==> src/rtl/i2cmt_pkg.sv <==
// Shared types and constants for the I2C master transaction block.
// Used by i2cmt_core and i2c_master_transaction. No dependencies.
`timescale 1ns / 1ps

package i2cmt_pkg;

  localparam int LENGTH_BITS = 8;

  // phase codes
  localparam logic [3:0] PH_IDLE     = 4'd0;
  localparam logic [3:0] PH_START    = 4'd1;
  localparam logic [3:0] PH_ADDR     = 4'd2;
  localparam logic [3:0] PH_ADDR_ACK = 4'd3;
  localparam logic [3:0] PH_WDATA    = 4'd4;
  localparam logic [3:0] PH_WACK     = 4'd5;
  localparam logic [3:0] PH_RDATA    = 4'd6;
  localparam logic [3:0] PH_RACK     = 4'd7;
  localparam logic [3:0] PH_STOP     = 4'd8;

  // command codes
  localparam logic [1:0] MODE_TICK  = 2'd0;
  localparam logic [1:0] MODE_WRITE = 2'd1;
  localparam logic [1:0] MODE_READ  = 2'd2;

  // completion codes
  localparam logic [1:0] ERR_NONE = 2'd0;
  localparam logic [1:0] ERR_ADDR = 2'd1;
  localparam logic [1:0] ERR_DATA = 2'd2;

  // register map
  localparam logic REG_DEVICE_ADDRESS = 1'b0;
  localparam logic [6:0] DEVICE_ADDRESS_RESET = 7'd72;

  typedef struct packed {
    logic [1:0] mode;
    logic [7:0] transfer_length;
    logic [7:0] write_byte;
    logic       sda_in;
  } tick_t;

  typedef struct packed {
    logic       scl_level;
    logic       sda_level;
    logic       byte_request;
    logic [7:0] read_byte;
    logic       read_valid;
    logic       busy_res;
    logic       done_res;
    logic [1:0] error_code;
  } result_t;

  typedef struct packed {
    logic [3:0]             phase;
    logic [1:0]             tick_in_bit;
    logic [2:0]             bit_index;
    logic [7:0]             shift_byte;
    logic [LENGTH_BITS-1:0] bytes_left;
    logic                   is_read;
    logic [1:0]             pending_error;
  } state_t;

endpackage

==> src/rtl/i2cmt_core.sv <==
// Per-tick bus sequencer: next controller state and line levels for one tick.
// Pure combinational; depends on i2cmt_pkg.
`timescale 1ns / 1ps

module i2cmt_core import i2cmt_pkg::*; (
  input  logic [6:0] device_address,
  input  tick_t      tick,
  input  state_t     state,
  output state_t     state_next,
  output result_t    result
);

  logic [LENGTH_BITS-1:0] len;
  logic                   last_tick;
  logic                   scl;
  logic                   sda;
  logic                   req;
  logic                   rvalid;
  logic [7:0]             rbyte;
  logic                   done;
  state_t                 s;

  always_comb begin
    s = state;
    scl = 1'b1;
    sda = 1'b1;
    req = 1'b0;
    rvalid = 1'b0;
    rbyte = 8'd0;
    done = 1'b0;
    len = LENGTH_BITS'(tick.transfer_length);

    // command taken only while idle
    if (s.phase == PH_IDLE && (tick.mode inside {MODE_WRITE, MODE_READ})) begin
      s.is_read = (tick.mode == MODE_READ);
      if (s.is_read && len == '0) begin
        len = LENGTH_BITS'(1);
      end
      s.bytes_left = len;
      s.pending_error = ERR_NONE;
      s.tick_in_bit = 2'd0;
      s.bit_index = 3'd0;
      s.phase = PH_START;
    end

    last_tick = (s.tick_in_bit == 2'd3);

    case (s.phase)
      PH_START: begin
        scl = (s.tick_in_bit < 2'd2);
        sda = (s.tick_in_bit == 2'd0);
        if (last_tick) begin
          s.shift_byte = {device_address, s.is_read};
          s.bit_index = 3'd0;
          s.phase = PH_ADDR;
        end
      end
      PH_ADDR, PH_WDATA: begin
        // load the next data byte on the first tick of its first bit
        if (s.phase == PH_WDATA && s.bit_index == 3'd0 && s.tick_in_bit == 2'd0) begin
          s.shift_byte = tick.write_byte;
          req = 1'b1;
        end
        scl = (s.tick_in_bit == 2'd1);
        sda = s.shift_byte[~s.bit_index];
        if (last_tick) begin
          if (s.bit_index == 3'd7) begin
            s.bit_index = 3'd0;
            s.phase = (s.phase == PH_ADDR) ? PH_ADDR_ACK : PH_WACK;
          end else begin
            s.bit_index = s.bit_index + 3'd1;
          end
        end
      end
      PH_ADDR_ACK, PH_WACK: begin
        scl = (s.tick_in_bit == 2'd1);
        if (s.tick_in_bit == 2'd1 && tick.sda_in) begin
          s.pending_error = (s.phase == PH_ADDR_ACK) ? ERR_ADDR : ERR_DATA;
        end
        if (last_tick) begin
          if (s.pending_error != ERR_NONE) begin
            s.phase = PH_STOP;
          end else if (s.phase == PH_ADDR_ACK) begin
            if (s.is_read) begin
              s.phase = PH_RDATA;
            end else begin
              s.phase = (s.bytes_left == '0) ? PH_STOP : PH_WDATA;
            end
          end else begin
            s.bytes_left = s.bytes_left - LENGTH_BITS'(1);
            s.phase = (s.bytes_left == '0) ? PH_STOP : PH_WDATA;
          end
          s.bit_index = 3'd0;
        end
      end
      PH_RDATA: begin
        scl = (s.tick_in_bit == 2'd1);
        // sample while scl is high
        if (s.tick_in_bit == 2'd1) begin
          s.shift_byte = {s.shift_byte[6:0], tick.sda_in};
        end
        if (last_tick) begin
          if (s.bit_index == 3'd7) begin
            rbyte = s.shift_byte;
            rvalid = 1'b1;
            s.bit_index = 3'd0;
            s.phase = PH_RACK;
          end else begin
            s.bit_index = s.bit_index + 3'd1;
          end
        end
      end
      PH_RACK: begin
        scl = (s.tick_in_bit == 2'd1);
        // ack every byte but the last
        sda = !(s.bytes_left > LENGTH_BITS'(1));
        if (last_tick) begin
          if (s.bytes_left != '0) begin
            s.bytes_left = s.bytes_left - LENGTH_BITS'(1);
          end
          s.phase = (s.bytes_left == '0) ? PH_STOP : PH_RDATA;
          s.bit_index = 3'd0;
        end
      end
      PH_STOP: begin
        scl = (s.tick_in_bit != 2'd0);
        sda = (s.tick_in_bit >= 2'd2);
        if (last_tick) begin
          done = 1'b1;
          s.phase = PH_IDLE;
          s.bit_index = 3'd0;
        end
      end
      default: begin
        s.phase = PH_IDLE;
      end
    endcase

    if (s.phase == PH_IDLE && !done) begin
      s.tick_in_bit = 2'd0;
    end else begin
      s.tick_in_bit = s.tick_in_bit + 2'd1;
    end

    state_next = s;

    result.scl_level = scl;
    result.sda_level = sda;
    result.byte_request = req;
    result.read_byte = rbyte;
    result.read_valid = rvalid;
    result.busy_res = (s.phase != PH_IDLE) || done;
    result.done_res = done;
    result.error_code = done ? s.pending_error : ERR_NONE;
  end

endmodule

==> src/rtl/i2c_master_transaction.sv <==
// Top level of the I2C master transaction block: APB register, state and result registers.
// Depends on i2cmt_pkg and i2cmt_core.
`timescale 1ns / 1ps

// Usage
// Each beat on the tick channel is one bus timing tick: it carries a command
// (tick only, begin write, begin read), the transfer length, the next write
// byte and the sampled SDA level. Each accepted tick gives exactly one beat on
// the result channel with the SCL and SDA drive levels for that tick, the byte
// request strobe, any received byte, and busy, done and error flags.
// Every bit on the bus spans four ticks; a transaction is start, address byte,
// ack, data bytes with their acks, then stop.
// The result is registered: result valid rises in the cycle after the tick is
// accepted, and one tick can be accepted every cycle while the result receiver
// takes its beats: the sequencer is a single pass of logic from the state register to the result register.
// If the result receiver stalls, the pending result is held and tick_ready
// drops until it is taken; no beat is lost.
// Reset returns the sequencer to idle with both lines released, empties the
// result register and sets device_address to 72 (address bytes 0x90/0x91).
// device_address sits at byte address 0 on the APB port.

module i2c_master_transaction import i2cmt_pkg::*; (
  input  logic        clk,
  input  logic        rst,
  input  logic        psel,
  input  logic        penable,
  input  logic        pwrite,
  input  logic [2:0]  paddr,
  input  logic [31:0] pwdata,
  output logic [31:0] prdata,
  output logic        pready,
  input  logic        tick_valid,
  output logic        tick_ready,
  input  tick_t       tick,
  output logic        result_valid,
  input  logic        result_ready,
  output result_t     result
);

  logic [6:0] device_address;
  state_t     state;
  state_t     state_next;
  result_t    result_next;
  logic       tick_fire;

  assign pready = 1'b1;
  assign prdata = (paddr[2] == REG_DEVICE_ADDRESS) ? {25'd0, device_address} : 32'd0;

  always_ff @(posedge clk) begin
    if (rst) begin
      device_address <= DEVICE_ADDRESS_RESET;
    end else if (psel && penable && pwrite && paddr[2] == REG_DEVICE_ADDRESS) begin
      device_address <= pwdata[6:0];
    end
  end

  i2cmt_core u_core (
    .device_address (device_address),
    .tick           (tick),
    .state          (state),
    .state_next     (state_next),
    .result         (result_next)
  );

  // output register frees up the same cycle its beat is taken
  assign tick_ready = !result_valid || result_ready;
  assign tick_fire = tick_valid && tick_ready;

  always_ff @(posedge clk) begin
    if (rst) begin
      state <= '0;
      result_valid <= 1'b0;
    end else begin
      if (tick_fire) begin
        state <= state_next;
        result_valid <= 1'b1;
      end else if (result_ready) begin
        result_valid <= 1'b0;
      end
    end
  end

  always_ff @(posedge clk) begin
    if (tick_fire) begin
      result <= result_next;
    end
  end

`ifndef SYNTH
  a_idle_tick_zero: assert property (@(posedge clk) disable iff (rst)
    state.phase == PH_IDLE |-> state.tick_in_bit == 2'd0)
    else $error("tick counter running while idle");

  a_read_inside_txn: assert property (@(posedge clk) disable iff (rst)
    result_valid && result.read_valid |-> result.busy_res && !result.done_res)
    else $error("read byte outside a transaction body");

  a_request_on_write: assert property (@(posedge clk) disable iff (rst)
    result_valid && result.byte_request |-> !state.is_read)
    else $error("byte request during a read");

  a_error_at_done: assert property (@(posedge clk) disable iff (rst)
    result_valid && result.error_code != ERR_NONE |-> result.done_res)
    else $error("error code outside the done beat");

  a_done_goes_idle: assert property (@(posedge clk) disable iff (rst)
    tick_fire && result_next.done_res |=> state.phase == PH_IDLE && !result.busy_res == 1'b0)
    else $error("sequencer not idle after done");
`endif

endmodule

==> config.mk <==
export PLATFORM = sky130hd
export DESIGN_NAME = i2c_master_transaction
export DESIGN_NICKNAME = d
export VERILOG_FILES = /design/src/rtl/i2cmt_pkg.sv /design/src/rtl/i2cmt_core.sv /design/src/rtl/i2c_master_transaction.sv
export SDC_FILE = /design/constraint.sdc
export NUM_CORES = 1
export LEC_CHECK = 0
export BUFFER_PORTS_ARGS = -buffer_cell sky130_fd_sc_hd__buf_2
export CAP_MARGIN = 20
export CORE_UTILIZATION = 53
export CTS_CLUSTER_SIZE = 28
export DETAILED_ROUTE_END_ITERATION = 6
export PLACE_DENSITY = 0.82
export SLEW_MARGIN = 20
export SYNTH_ARGS = -nofsm -noshare
export SYNTH_HDL_FRONTEND = slang
export SYNTH_SLANG_ARGS = --single-unit
==> constraint.sdc <==
create_clock -name clk -period 4.5 [get_ports clk]
set_input_delay 0.45 -clock clk [delete_from_list [all_inputs] [get_ports clk]]
set_output_delay 0.45 -clock clk [all_outputs]
set_load 0.05 [all_outputs]
==> metrics <==
cell types with the largest area share after synthesis=dfxtp_1 19%, edfxtp_1 13%, nor2_1 6.8%, mux2i_1 5.9%, buf_4 5.4%; Root Buffer=clkbuf_8; fin nets=581; Post-Route Setup TNS=0 ns; antenna-violating nets left=0; unique cell type count in the Yosys netlist=64; endpoint kind of the worst setup timing path=flop; initial antenna violation count=0; count of cells resized by post-cts repair=0; crit path launch type=input pin; number of H-tree branching levels=2; met3 global-route usage=0.0371; Post-synth ARST share=0; worst skew pair latency=0.32 ns; RSZ-0062 raised after global routing=no; num rows=30; area added between synthesis and finish=9.82%; sequential element share of the synthesized area=0.320; die area=7430 um^2; clock skew after layout=0.00685 ns; final critical-path share of the clock period=0.851; die extent in y=86.2 um; signal arrival time at the worst endpoint=3.90 ns; Worst R2R Path Depth=12; Diodes inserted=0; number of detailed-routing iterations run before antenna repair=5; buffers inserted by post-CTS timing repair=0; met1 Resource Use GR=0.346; fmax=261 MHz; final max-slew violation count=0; Cells on Worst Hold Path=3; count of non-filler cells in the finished layout=606; P per Cell Area=309 nW/um^2; Yosys warning total=0; max-slew headroom at the worst pin=0.447; most common cell after layout, fill and taps aside=nor2_1; starting density of the core=0.550; I/O pin total=112; slowest stage cell on the critical path=mux4_2; biggest fanout along the worst timing path=10; number of sinks on the clock net=52; category of the most critical setup path=input pin to flop; buffers added on ports=58; worst path required time=4.57 ns; CTS tree=done; largest net degree at the start of global routing=39; clock buffer count from CTS=5; vias per cell=5.86; fraction of synthesized cell area taken by the top area cell type=0.192; most common flop cell mapped by yosys=dfxtp_1; pin slew with the least headroom to its limit=0.827 ns; width of the die=86.2 um; number of hold violations in the final report=0; HPWL after detailed placement=6640 um; Most common cell on crit path=nand2_1; buffers plus inverters on the worst setup path=3; per-cell routed wire length=15.1 um; overall overflow remaining after global route=0; result of the run=complete, no violations; number of synthesized register bits=52; drt initial violations=442; area inside the core boundary=6830 um^2; series of cell instances along the critical path=buf_2 > inv_1 > ha_1 > nor3_2 > nand2_1 > nand2_1 > ha_1 > nor4bb_1 > and3_1 > buf_4 > mux4_2 > nand2_1 > a31oi_1 > or3_1 > a31o_1; met2 track demand over resource=0.398; number of synthesized flops with an enable pin=16; HP Class=input pin to flop; worst vdd ir=0.136 mV; maximum buffer depth of the clock tree=2; crit path time final=3.83 ns; RePlAce Congestion=0.903; setup violators final=0; Most Used Layer, Global Route=met2; GRT Resource Usage Total=0.246; total number of vias=3,549; total wire length=9160 um; total of hold buffers inserted after clock tree synthesis=0; Avg Inst Size Synth=8.15 um^2; cell leakage power=1.73 nW; instance count on the critical path=15; cell family with most CP delay=simple AND/OR/NAND/NOR gates; cell count after placement=598; DRC violations left=0; top library cells by usage in the layout, fill and taps aside=68 x nor2_1, 58 x buf_2, 42 x nand2_1, 36 x dfxtp_1, 26 x conb_1; share of layout cells above drive strength 1=0.192; number of global-route vias before repair=2,999; clock transition at the register clock pins on the worst setup and hold paths after CTS=0.10 ns; synthesized area=3760 um^2; maximum single-stage delay on the critical path=0.51 ns; global-route wire length before repair=14,600 um; max-cap violations=0; dominant cell type by area after synthesis=dfxtp_1; cells after synthesis=461
-- worst register-to-register path, delay by kind of cell (launching register included) --
kind / cells / cell delay [ns]
AO/OA/AOI/OAI: 2 / 0.29
adder cells (fa/ha/maj): 1 / 0.23
buffers and inverters: 1 / 0.22
flip-flops: 1 / 0.33
multiplexers: 1 / 0.51
AND/OR/NAND/NOR: 7 / 1.73
-- registers in the layout, indices dropped and copies added, names as in the netlist --
name / cells
state: 28
result_valid: 1
result: 16
device_address: 7
-- path summary, 6_finish.rpt --
check / start / to / slack, ns
max reg2reg: state[25] / result[14] / 0.94
min reg2reg: state[22] / state[22] / 0.48
max: tick[17] / result[14] / 0.67
min: pwdata[0] / device_address[0] / 0.37
-- cells in the mapped netlist, types with 9 or more instances --
cell type,count
a22oi_1,17
inv_1,15
buf_4,27
ha_1,11
edfxtp_1,16
nor2b_1,9
o21ai_0,20
dfxtp_1,36
mux2i_1,22
a21oi_1,24
clkbuf_1,22
nand2_1,42
nor2_1,68
nor3_1,13
-- area by class of cell --
| class | count | area (um^2) |
|---|---|---|
| timing repair buffer | 70 | 380 |
| sequential | 52 | 1200 |
| inverter | 17 | 63.8 |
| clock buffer | 5 | 68.8 |
| multi-input combinational | 363 | 2260 |
| tap | 96 | 120 |
| fill | 644 | 2710 |
| clock inverter | 3 | 27.5 |
-- per-stage QoR --
stage          instance area [um^2]  hold slack (ns)  utilization  setup slack [ns]  total power [mW]
4_1_cts                        4130            0.369        0.604             0.759              1.27
6_report                       4130            0.366        0.604             0.671              1.28
5_1_grt                        4130            0.364        0.604             0.544              1.34
3_5_place_dp                   4030            0.460        0.590             0.404             0.987
3_3_place_gp                   4030            0.441        0.590             0.515             0.976
2_1_floorplan                  3850            0.432            -             0.585             0.906
-- power by group --
group / switching (mW) / leakage [nW] / internal (mW)
sequential: 0.0171 / 0.452 / 0.509
clock: 0.174 / 0.0463 / 0.115
combinational: 0.310 / 1.23 / 0.150
total: 0.501 / 1.73 / 0.774
-- metal layers --
layer	wire length, um	share of wire
met1	4250	0.46
met2	4160	0.45
met3	611	0.067
met4	136	0.015
met5	0	0
-- cells by family after synthesis --
family                   Yosys count  synth area share
AND/OR/NAND/NOR                  182             0.239
AO/OA/AOI/OAI                    109             0.196
buffers and inverters             70             0.102
flip-flops                        52             0.320
multiplexers                      31            0.0952
adder cells (fa/ha/maj)           11            0.0366
XOR/XNOR                           4           0.00933
other                              2           0.00200
No activity file was read; power rests on OpenSTA's default activity.
